### config.mk
export PLATFORM = sky130hd
export DESIGN_NAME = zero_run_length_byte_encoder_core
export DESIGN_NICKNAME = d
export VERILOG_FILES = /design/src/design/zrle_pkg.sv /design/src/design/zrle_lanes.sv /design/src/design/zero_run_length_byte_encoder_core.sv
export SDC_FILE = /design/constraint.sdc
export NUM_CORES = 1
export LEC_CHECK = 0
export ABC_AREA = 1
export BUFFER_PORTS_ARGS = -buffer_cell sky130_fd_sc_hd__buf_2
export CAP_MARGIN = 15
export CORE_ASPECT_RATIO = 1.2
export CORE_MARGIN = 4
export CORE_UTILIZATION = 54
export DETAILED_ROUTE_END_ITERATION = 6
export GPL_TIMING_DRIVEN = 0
export PLACE_DENSITY_LB_ADDON = 0.15
export REMOVE_ABC_BUFFERS = 1
export SYNTH_ARGS = -nofsm -noshare
export SYNTH_HDL_FRONTEND = slang
export SYNTH_HIERARCHICAL = 1
export SYNTH_SLANG_ARGS = --single-unit
export TNS_END_PERCENT = 5
### constraint.sdc
create_clock -name clk -period 5.8 [get_ports clk]
set_input_delay 0.58 -clock clk [delete_from_list [all_inputs] [get_ports clk]]
set_output_delay 0.58 -clock clk [all_outputs]
set_load 0.01 [all_outputs]
### src/design/zrle_pkg.sv
// Shared constants, item struct and the run_wrap helper for the zero-run-length byte encoder.
// No dependencies.
package zrle_pkg;

  localparam int DATA_W            = 8;   // width of sample_bits
  localparam int CNT_W             = 4;   // width of bit_count
  localparam int CODE_W            = 8;   // width of code_byte
  localparam int MAX_COUNT         = 15;  // largest value bit_count can carry
  localparam int BITS_PER_ITEM_DEF = 8;

  localparam logic [CODE_W-1:0] RUN_LIMIT = 8'hFF;

  // One input item as it travels from the input register to the lane logic.
  typedef struct packed {
    logic [DATA_W-1:0] sample_bits;
    logic [CNT_W-1:0]  bit_count;
    logic              end_of_shot;
  } zrle_item_t;

  // Run length before a position, folded back once the run has reached 255.
  function automatic logic [CODE_W-1:0] run_wrap(input logic [CODE_W:0] s);
    logic [CODE_W:0] t;
    begin
      t = (s >= {1'b0, RUN_LIMIT}) ? (s - {1'b0, RUN_LIMIT}) : s;
      run_wrap = t[CODE_W-1:0];
    end
  endfunction

endpackage

### src/design/zrle_lanes.sv
// Per-bit lanes of the zero-run-length encoder: one possible code byte per bit
// position plus one for the end-of-shot flush. Uses zrle_pkg.
module zrle_lanes #(
  parameter int BITS_PER_ITEM = zrle_pkg::BITS_PER_ITEM_DEF
) (
  input  zrle_pkg::zrle_item_t            item,
  input  logic [zrle_pkg::CODE_W-1:0]     start_run,
  output logic [((BITS_PER_ITEM < zrle_pkg::MAX_COUNT) ? BITS_PER_ITEM
                 : zrle_pkg::MAX_COUNT):0] emit,
  output logic [zrle_pkg::CODE_W-1:0]     codes [((BITS_PER_ITEM < zrle_pkg::MAX_COUNT)
                                                  ? BITS_PER_ITEM : zrle_pkg::MAX_COUNT)+1],
  output logic [zrle_pkg::CODE_W-1:0]     next_run
);

  localparam int LANES = (BITS_PER_ITEM < zrle_pkg::MAX_COUNT) ? BITS_PER_ITEM
                         : zrle_pkg::MAX_COUNT;
  localparam int POS_W = $clog2(LANES + 1);

  logic [POS_W-1:0]            n_eff;
  logic [LANES-1:0]            bits_ext;
  logic [LANES-1:0]            one_v;
  logic [LANES-1:0]            zero_v;
  logic [POS_W-1:0]            seg_a   [LANES+1];  // position after the last one bit seen
  logic [zrle_pkg::CODE_W:0]   run_a   [LANES+1];  // zeros in the open run, unwrapped
  logic [zrle_pkg::CODE_W-1:0] end_run;

  // Clamp the count; bits above the sample width read as zero.
  always_comb begin
    if (item.bit_count > zrle_pkg::CNT_W'(LANES)) begin
      n_eff = POS_W'(LANES);
    end else begin
      n_eff = POS_W'(item.bit_count);
    end
    for (int k = 0; k < LANES; k++) begin
      bits_ext[k] = (k < zrle_pkg::DATA_W) ? item.sample_bits[k] : 1'b0;
      one_v[k]    = (POS_W'(k) < n_eff) &&  bits_ext[k];
      zero_v[k]   = (POS_W'(k) < n_eff) && !bits_ext[k];
    end
  end

  always_comb begin
    for (int k = 0; k <= LANES; k++) begin
      seg_a[k] = '0;
      for (int j = 0; j < k; j++) begin
        if (one_v[j]) begin
          seg_a[k] = POS_W'(j + 1);
        end
      end
    end
    // Zeros before each bit position; the end slot counts up to n_eff.
    for (int k = 0; k < LANES; k++) begin
      run_a[k] = {1'b0, ((seg_a[k] != '0) ? '0 : start_run)}
                 + (zrle_pkg::CODE_W + 1)'(POS_W'(k) - seg_a[k]);
    end
    run_a[LANES] = {1'b0, ((seg_a[LANES] != '0) ? '0 : start_run)}
                   + (zrle_pkg::CODE_W + 1)'(n_eff - seg_a[LANES]);
  end

  always_comb begin
    for (int k = 0; k < LANES; k++) begin
      // A one emits its run; a zero emits 255 when the run reaches the limit here.
      emit[k]  = one_v[k] ||
                 (zero_v[k] && (run_a[k] == (zrle_pkg::CODE_W + 1)'(zrle_pkg::RUN_LIMIT - 1)));
      codes[k] = one_v[k] ? zrle_pkg::run_wrap(run_a[k]) : zrle_pkg::RUN_LIMIT;
    end
    end_run      = zrle_pkg::run_wrap(run_a[LANES]);
    emit[LANES]  = item.end_of_shot;
    codes[LANES] = end_run;
    next_run     = item.end_of_shot ? '0 : end_run;
  end

endmodule

### src/design/zero_run_length_byte_encoder_core.sv
// Zero-run-length byte encoder, top level: input register, lane logic, result bank.
// Uses zrle_pkg and zrle_lanes.
// The first byte of an item is offered once the item has passed the input register
// and been loaded into the result bank, which waits until the bank is free.
// Throughput: one item per cycle while out_ready is high and items give at most one
// byte; an item with more bytes holds the result bank while they leave one per cycle.
// Reset (rst_n, synchronous): clears the valid flags and the zero-run counter.
module zero_run_length_byte_encoder_core #(
  parameter int BITS_PER_ITEM = zrle_pkg::BITS_PER_ITEM_DEF
) (
  input  logic                        clk,
  input  logic                        rst_n,
  input  logic                        in_valid,
  output logic                        in_ready,
  input  logic [zrle_pkg::DATA_W-1:0] in_sample_bits,
  input  logic [zrle_pkg::CNT_W-1:0]  in_bit_count,
  input  logic                        in_end_of_shot,
  output logic                        out_valid,
  input  logic                        out_ready,
  output logic [zrle_pkg::CODE_W-1:0] out_code_byte,
  output logic                        out_last_of_item,
  output logic                        out_shot_terminator
);

  // One slot per clamped bit position, plus the flush slot at the top.
  localparam int LANES = (BITS_PER_ITEM < zrle_pkg::MAX_COUNT) ? BITS_PER_ITEM
                         : zrle_pkg::MAX_COUNT;
  localparam int SLOTS = LANES + 1;

  // Input register
  logic                        in_vld_r;
  zrle_pkg::zrle_item_t        item_r;

  // Encoder state: zeros seen since the last emitted byte, always 0..254
  logic [zrle_pkg::CODE_W-1:0] zero_run_r;

  // Result bank: pending bytes of the item in flight, drained lowest slot first
  logic [SLOTS-1:0]            pend_r;
  logic [SLOTS-1:0]            pend_nxt;
  logic [zrle_pkg::CODE_W-1:0] code_r [SLOTS];

  logic [SLOTS-1:0]            lane_emit;
  logic [zrle_pkg::CODE_W-1:0] lane_code [SLOTS];
  logic [zrle_pkg::CODE_W-1:0] run_nxt;

  logic [SLOTS-1:0]            sel_oh;
  logic                        out_fire;
  logic                        bank_free;
  logic                        adv;

  zrle_lanes #(
    .BITS_PER_ITEM (BITS_PER_ITEM)
  ) u_lanes (
    .item      (item_r),
    .start_run (zero_run_r),
    .emit      (lane_emit),
    .codes     (lane_code),
    .next_run  (run_nxt)
  );

  // Lowest pending slot is the next byte out.
  always_comb begin
    sel_oh        = '0;
    out_code_byte = '0;
    for (int s = SLOTS - 1; s >= 0; s--) begin
      if (pend_r[s]) begin
        sel_oh        = '0;
        sel_oh[s]     = 1'b1;
        out_code_byte = code_r[s];
      end
    end
  end

  assign out_valid           = |pend_r;
  assign out_last_of_item    = ((pend_r & ~sel_oh) == '0);
  assign out_shot_terminator = sel_oh[SLOTS-1];
  assign out_fire            = out_valid && out_ready;

  // The bank takes the next item once it is empty or its last byte leaves now.
  assign bank_free = (pend_r == '0) || (out_fire && out_last_of_item);
  assign adv       = in_vld_r && bank_free;
  assign in_ready  = !in_vld_r || adv;

  always_comb begin
    pend_nxt = pend_r;
    if (out_fire) begin
      pend_nxt = pend_r & ~sel_oh;
    end
    if (adv) begin
      pend_nxt = lane_emit;
    end
  end

  always_ff @(posedge clk) begin
    if (!rst_n) begin
      in_vld_r   <= 1'b0;
      zero_run_r <= '0;
      pend_r     <= '0;
    end else begin
      if (in_ready) begin
        in_vld_r <= in_valid;
      end
      if (adv) begin
        zero_run_r <= run_nxt;
      end
      pend_r <= pend_nxt;
    end
  end

  // Payload registers, no reset needed.
  always_ff @(posedge clk) begin
    if (in_ready && in_valid) begin
      item_r.sample_bits <= in_sample_bits;
      item_r.bit_count   <= in_bit_count;
      item_r.end_of_shot <= in_end_of_shot;
    end
    if (adv) begin
      for (int s = 0; s < SLOTS; s++) begin
        code_r[s] <= lane_code[s];
      end
    end
  end

  // The run counter wraps before it can hold the limit.
  a_run_below_limit: assert property (@(posedge clk) disable iff (!rst_n)
    zero_run_r != zrle_pkg::RUN_LIMIT)
    else $error("zero-run counter reached the run limit");

  // Loading a new item never overwrites bytes still pending.
  a_no_byte_lost: assert property (@(posedge clk) disable iff (!rst_n)
    adv |-> ((pend_r == '0) || (out_fire && out_last_of_item)))
    else $error("result bank reloaded with bytes pending");

  // The flush byte always closes its item.
  a_term_is_last: assert property (@(posedge clk) disable iff (!rst_n)
    (out_valid && out_shot_terminator) |-> out_last_of_item)
    else $error("terminator byte not last of item");

  // A byte taken leaves the bank on the next cycle unless a new item refills it.
  a_pop_clears: assert property (@(posedge clk) disable iff (!rst_n)
    (out_fire && !adv) |=> ($countones(pend_r) == $countones($past(pend_r)) - 1))
    else $error("accepted byte not removed from result bank");

endmodule
==> flow_summary_export.csv, run 1 <==
group,metric,value,unit
sta,drv_slew,0,
setup_path,cp.arrival,5580,ps
clock_tree,tritoncts,"done",
sta,hold_violations,0,
final_layout,n_antenna_cell,0,
drt,drt_pass1_iterations,6,
power_and_ir_drop,vdd_ir_drop_max,239.1,uV
setup_path,cp_max_fo,10,
place,io_buffers,28,
drt,wirelength,23.83,mm
synthesis,synth_seq_cells,103,
global_routing,grt_pass1_wl,38.27,mm
sta,max_freq,0.1876,GHz
setup_path,endpoint_kind,"flip-flop",
final_layout,postLayoutCoreUtil,0.5943,
drt,drtIter0Drc,734,
final_layout,syn2layout_area_growth,6.771,%
sta,tns,0,ps
sta,fin_crit_sh,0.9190,
power_and_ir_drop,p_leak,4.281,nW
synthesis,yosysWarnings,6,
power_and_ir_drop,p_total,4.313,mW
sta,tightest_slew,788.4,ps
clock_tree,clk_latency,350,ps
sta,rsz0062_at_grt,"no",
sta,fin_ws,469.6,ps
global_routing,grtUsageTotal,0.2568,
synthesis,synth-seq-area-share,0.3191,
die,die_height,150.4,um
setup_path,worstPathRequired,6050,ps
sta,finalSetupViolCount,0,
clock_tree,root_buffer,"clkbuf_16",
place,gp_congestion,0.9532,
place,dp_slack,26.35,ps
global_routing,overflow,0,
sta,maxSlewHeadroom,0.4738,
global_routing,antenna_found_initial,0,
final_layout,final_nets,1330,
worst_hold_path,hold_class,"primary input to flip-flop",
clock_tree,clkTransAtPathRegs,70,ps
synthesis,synth_area_leader_cell,"edfxtp_1",
drt,dr_total_vias,8145,
synthesis,syn_area,0.009129,sq mm
global_routing,grt_max_degree,88,
sta,min_period,5330,ps
clock_tree,cts_buffer_depth,2,
synthesis,ys_top_cells_by_area,"edfxtp_1 28%, ha_1 9.6%, nand2_1 9.1%, inv_1 6.5%, nor2_1 5.4%",
clock_tree,htreeDepth,3,
die,die_x,126.7,um
synthesis,synth_area_per_cell,7.563,sq um
setup_path,startpoint_type,"flip-flop",
run_status,outcome,"finished clean",
setup_path,critical_path_class,"flip-flop to flip-flop",
die,dieArea,0.01906,sq mm
die,rows,51,
job,cap_violations,0,
drt,drc,0,
synthesis,synth_async_sr_flop_share,0,
setup_path,critPathMaxStageDelay,560,ps
final_layout,layout-drive-gt1-share,0.1000,
drt,ant_nets,0,
drt,wl_per_cell,16.41,um
final_layout,nFillCells,1571,
clock_tree,cts_num_sinks,103,
die,initial_utilization,0.5566,
die,core,0.01640,sq mm
synthesis,ys_top_cells_by_count,"222 x nand2_1, 158 x inv_1, 132 x nor2_1",
synthesis,synth_edf_count,85,
die,io_pins,29,
synthesis,syn-instance-count,1207,
place,dp_hpwl,18.48,mm
synthesis,ys.flop_type,"edfxtp_1",
clock_tree,post-cts-setup-buffers,0,
clock_tree,cts_buffers,9,
power_and_ir_drop,p_per_area,442.5,mW/mm^2
synthesis,synth_top_area_share,0.2796,
global_routing,grt_pass1_vias,7513,
sta,skew,5.164,ps
drt,viasPerCell,5.610,
setup_path,crit_path_top_delay_cell,"edfxtp_1",
synthesis,yosysMostFrequentCell,"nand2_1",
synthesis,synth.distinct_cells,53,
stage by stage:
stage,hold slack [ps],area [sq um],instances
6_report,396.6,9747,1452
5_1_grt,391.1,9747,1452
4_1_cts,390.5,9731,1451
3_5_place_dp,514.8,9440,1435
3_3_place_gp,510.8,9440,1435
2_1_floorplan,478.2,9035,1195
power by group:
group | internal (mW) | switching [mW] | total, mW
logic | 0.756 | 1.64 | 2.40
clock network | 0.333 | 0.281 | 0.614
registers | 1.11 | 0.198 | 1.30
metal layers:
metal | share of wire | GRT usage
met2 | 0.46 | 0.4100
met5 | 0 | 0
met3 | 0.059 | 0.03407
met4 | 0.037 | 0.1052
met1 | 0.45 | 0.3534
sequential cells by signal, summed over array words and instances, names as in the netlist:
register / flops
code_r: 72
pend_r: 9
item_r: 13
zero_run_r: 8
in_vld_r: 1
critical path: cells and delay by family, from the launching register on:
family                   cells  cell delay (ps)
AO/OA/AOI/OAI                4             1200
XOR/XNOR                     2              630
adder cells (fa/ha/maj)      3              880
buffers and inverters        3              260
flip-flops                   1              560
AND/OR/NAND/NOR             14             1680
cell type report:
type | instances | area [sq um] | share of cell area
multi-input cells | 923 | 5487 | 0.5629
clock inverters | 6 | 61.31 | 0.006290
inverters | 169 | 646.9 | 0.06637
flip-flops and latches | 103 | 2913 | 0.2988
well taps | 212 | 265.3 | 0.02721
repair buffers | 29 | 145.1 | 0.01489
clock buffers | 10 | 229.0 | 0.02349
cell families after synthesis:
| kind of cell | after synthesis | synth area share |
|---|---|---|
| adder cells (fa/ha/maj) | 78 | 0.1135 |
| XOR/XNOR | 55 | 0.05441 |
| other | 1 | 0.0004108 |
| flip-flops | 103 | 0.3191 |
| buffers and inverters | 192 | 0.08566 |
| AO/OA/AOI/OAI | 239 | 0.1460 |
| AND/OR/NAND/NOR | 539 | 0.2810 |
cells in the final DEF (no fill, tap or decap), drive strengths merged:
cell type / netlist / layout
a211oi: 2 / 2
a21o: 3 / 3
a21oi: 90 / 90
a22oi: 13 / 13
and2: 2 / 2
and3: 1 / 1
buf: 13 / 29
bufinv: 0 / 1
clkbuf: 10 / 10
clkinv: 1 / 4
clkinvlp: 0 / 2
conb: 1 / 12
dfxtp: 18 / 18
edfxtp: 85 / 85
fa: 8 / 8
ha: 70 / 70
inv: 168 / 168
nand2: 243 / 243
nand3: 81 / 81
nand4: 25 / 25
nor2: 153 / 153
nor3: 23 / 23
nor4: 2 / 2
o211ai: 8 / 8
o21ai: 103 / 103
o21bai: 6 / 6
o22ai: 8 / 8
o311ai: 4 / 4
o31ai: 2 / 2
or2: 9 / 9
xnor2: 15 / 15
xor2: 40 / 40
final timing paths:
check | startpoint | end | slack [ps] | depth (start not counted)
hold / removal | in_end_of_shot | item_r[0]$_DFFE_PP_ | 400 | 1
setup reg to reg | item_r[4]$_DFFE_PP_ | zero_run_r[0]$_SDFFE_PN0P_ | 470 | 26
hold reg to reg | zero_run_r[6]$_SDFFE_PN0P_ | zero_run_r[6]$_SDFFE_PN0P_ | 530 | 2
setup / recovery | item_r[4]$_DFFE_PP_ | zero_run_r[0]$_SDFFE_PN0P_ | 470 | 26
timing repair:
item	4_1_cts	5_1_grt
hold buffers	0	0
resized for setup	0	4
endpoints found under the setup margin	0	14
Note: power is estimated with default switching activity, not from simulation.
==> run 2: changes to the inputs <==
- ABC_AREA: 1 -> 0
==> flow_summary_export.csv, run 2 <==
group,metric,value,unit
run_status,outcome,"finished clean",
clock_tree,hold_buffers,0,
power_and_ir_drop,p_per_area,257.2,mW/mm^2
drt,wl_per_cell,18.97,um
job,cap_violations,0,
setup_path,worstPathRequired,6010,ps
final_layout,nFillCells,1651,
global_routing,grt_pass1_vias,7896,
drt,ant_nets,0,
sta,rsz0062_at_grt,"yes",
sta,min_period,5498,ps
final_layout,largest_register_ffs,72,
clock_tree,clkTransAtPathRegs,70,ps
final_layout,layout_commonest_cell,"nand2_1",
clock_tree,tritoncts,"done",
sta,skew,9.452,ps
sta,fin_crit_sh,0.9478,
setup_path,critical_path_class,"flip-flop to flip-flop",
synthesis,ys.flop_type,"edfxtp_1",
sta,max_freq,0.1819,GHz
final_layout,seq_area,0.002913,sq mm
synthesis,synth_area_per_cell,8.428,sq um
drt,drtIter0Drc,899,
global_routing,overflow,0,
sta,finalSetupViolCount,0,
place,placed_area,0.009848,sq mm
setup_path,endpoint_kind,"flip-flop",
power_and_ir_drop,p_leak,4.077,nW
synthesis,ys_top_cells_by_area,"edfxtp_1 27%, ha_1 9.2%, nand2_1 3.9%, dfxtp_1 3.8%, a21oi_1 3.7%",
power_and_ir_drop,vdd_ir_drop_max,138.0,uV
sta,tightest_slew,1035,ps
final_layout,multi_input_area,0.006256,sq mm
synthesis,yosysMostFrequentCell,"nand2_1",
place,gp_congestion,0.9088,
final_layout,postLayoutCoreUtil,0.5949,
synthesis,yosysWarnings,6,
setup_path,rr_worst_depth,22,
final_layout,reg.largest.list,"code_r (72), item_r (13), pend_r (9)",
final_layout,max_flop_register,"code_r",
synthesis,synth.distinct_cells,74,
drt,drt_pass1_iterations,5,
final_layout,n_antenna_cell,0,
synthesis,synth_seq_cells,103,
die,rows,53,
die,core,0.01744,sq mm
synthesis,synth-seq-area-share,0.3048,
die,dieArea,0.01990,sq mm
die,initial_utilization,0.5480,
clock_tree,cts_buffers,9,
drt,wirelength,26.14,mm
die,die_x,129.5,um
drt,dr_total_vias,8710,
final_layout,postLayoutCellArea,0.01038,sq mm
clock_tree,clk_latency,360,ps
sta,worst_hold_slack,393.3,ps
worst_hold_path,hold_depth,1,
final_layout,syn2layout_area_growth,8.549,%
sta,drv_slew,0,
drt,viasPerCell,6.321,
global_routing,antenna_found_initial,0,
synthesis,synth_edf_count,85,
die,io_pins,29,
clock_tree,htreeDepth,3,
synthesis,synth_async_sr_flop_share,0,
worst_hold_path,hold_class,"primary input to flip-flop",
clock_tree,cts_buffer_depth,2,
drt,drc,0,
synthesis,ys_top_cells_by_count,"100 x nand2_1, 85 x edfxtp_1, 85 x inv_1, 85 x nor2_1, 71 x a21oi_1",
clock_tree,cts_num_sinks,103,
place,dp_hpwl,19.38,mm
synthesis,syn_area,0.009558,sq mm
sta,hold_violations,0,
place,dp_slack,-848.9,ps
global_routing,grtUsageTotal,0.2597,
die,die_height,153.7,um
synthesis,syn-instance-count,1134,
global_routing,grt_max_degree,81,
global_routing,grt_pass1_wl,40.79,mm
final_layout,final_cell_mix,"100 x nand2_1, 85 x inv_1, 85 x edfxtp_1",
final_layout,fin_cells,1378,
final_layout,layout-drive-gt1-share,0.09845,
synthesis,synth_area_leader_cell,"edfxtp_1",
place,place_inst,1344,
setup_path,startpoint_type,"flip-flop",
setup_path,cp.arrival,5710,ps
sta,fin_ws,302.5,ps
final_layout,final_nets,1248,
synthesis,synth_top_area_share,0.2671,
sta,maxSlewHeadroom,0.3102,
clock_tree,root_buffer,"clkbuf_16",
place,io_buffers,28,
setup_path,cp_max_fo,7,
[run 2: final timing paths]
kind	from	end	slack, ps
setup / recovery	item_r[3]$_DFFE_PP_	zero_run_r[1]$_SDFFE_PN0P_	300
hold / removal	in_sample_bits[7]	item_r[12]$_DFFE_PP_	390
setup reg to reg	item_r[3]$_DFFE_PP_	zero_run_r[1]$_SDFFE_PN0P_	300
hold reg to reg	zero_run_r[0]$_SDFFE_PN0P_	zero_run_r[0]$_SDFFE_PN0P_	640
[run 2: report_power, final]
part | switching (mW) | internal, mW
sequential | 0.113 | 0.937
combinational | 0.610 | 0.396
clock | 0.293 | 0.320
total | 1.02 | 1.65
[run 2: layout make-up]
type,count,area share
clock buffer,11,0.02436
clock inverter,5,0.003739
inverter,86,0.03136
multi-input combinational,905,0.6030
sequential,103,0.2808
tap,220,0.02653
timing repair buffer,48,0.03027
[run 2: metrics by stage]
| stage | setup TNS (ps) | power (mW) |
|---|---|---|
| 2_1_floorplan | 0 | 1.725 |
| 3_5_place_dp | -9888 | 2.024 |
| 5_1_grt | -127.3 | 2.824 |
| 3_3_place_gp | -8070 | 1.998 |
| 6_report | 0 | 2.669 |
| 4_1_cts | 0 | 2.648 |
[run 2: timing repair]
| action | CTS | global route |
|---|---|---|
| gates cloned | 0 | 0 |
| setup buffers | 10 | 8 |
| gates resized for setup | 10 | 10 |
| endpoints found under the setup margin | 28 | 19 |
| pin swaps | 1 | 3 |
[run 2: kinds of logic after synthesis]
| family | Yosys count | share of synthesized area |
|---|---|---|
| AO/OA/AOI/OAI | 311 | 0.2278 |
| XOR/XNOR | 55 | 0.05040 |
| adder cells (fa/ha/maj) | 81 | 0.1115 |
| buffers and inverters | 137 | 0.05616 |
| flip-flops | 103 | 0.3048 |
| multiplexers | 18 | 0.01911 |
| other | 1 | 0.0003923 |
| AND/OR/NAND/NOR | 428 | 0.2299 |
[run 2: worst max-delay path: stages (launching register included)]
cell       delay (ps)
edfxtp_1          520
buf_4             220
o41ai_4           340
nor2_2            110
o21ai_2           310
inv_1             120
nor2_2            240
nor2_2            100
nor2_1            210
nor2_1             70
ha_1              200
inv_1              80
fa_1              460
fa_1              470
a21oi_1           240
o2111ai_1         220
xor2_2            260
o2111ai_1         170
o21ai_2           340
mux2_2            390
nor2b_1           130
nand2_1            70
mux2i_1            70
[run 2: per-layer routing]
metal / part of all wire / track usage
met5: 0 / 0
met4: 0.039 / 0.1124
met3: 0.053 / 0.02363
met2: 0.49 / 0.4407
met1: 0.41 / 0.3360
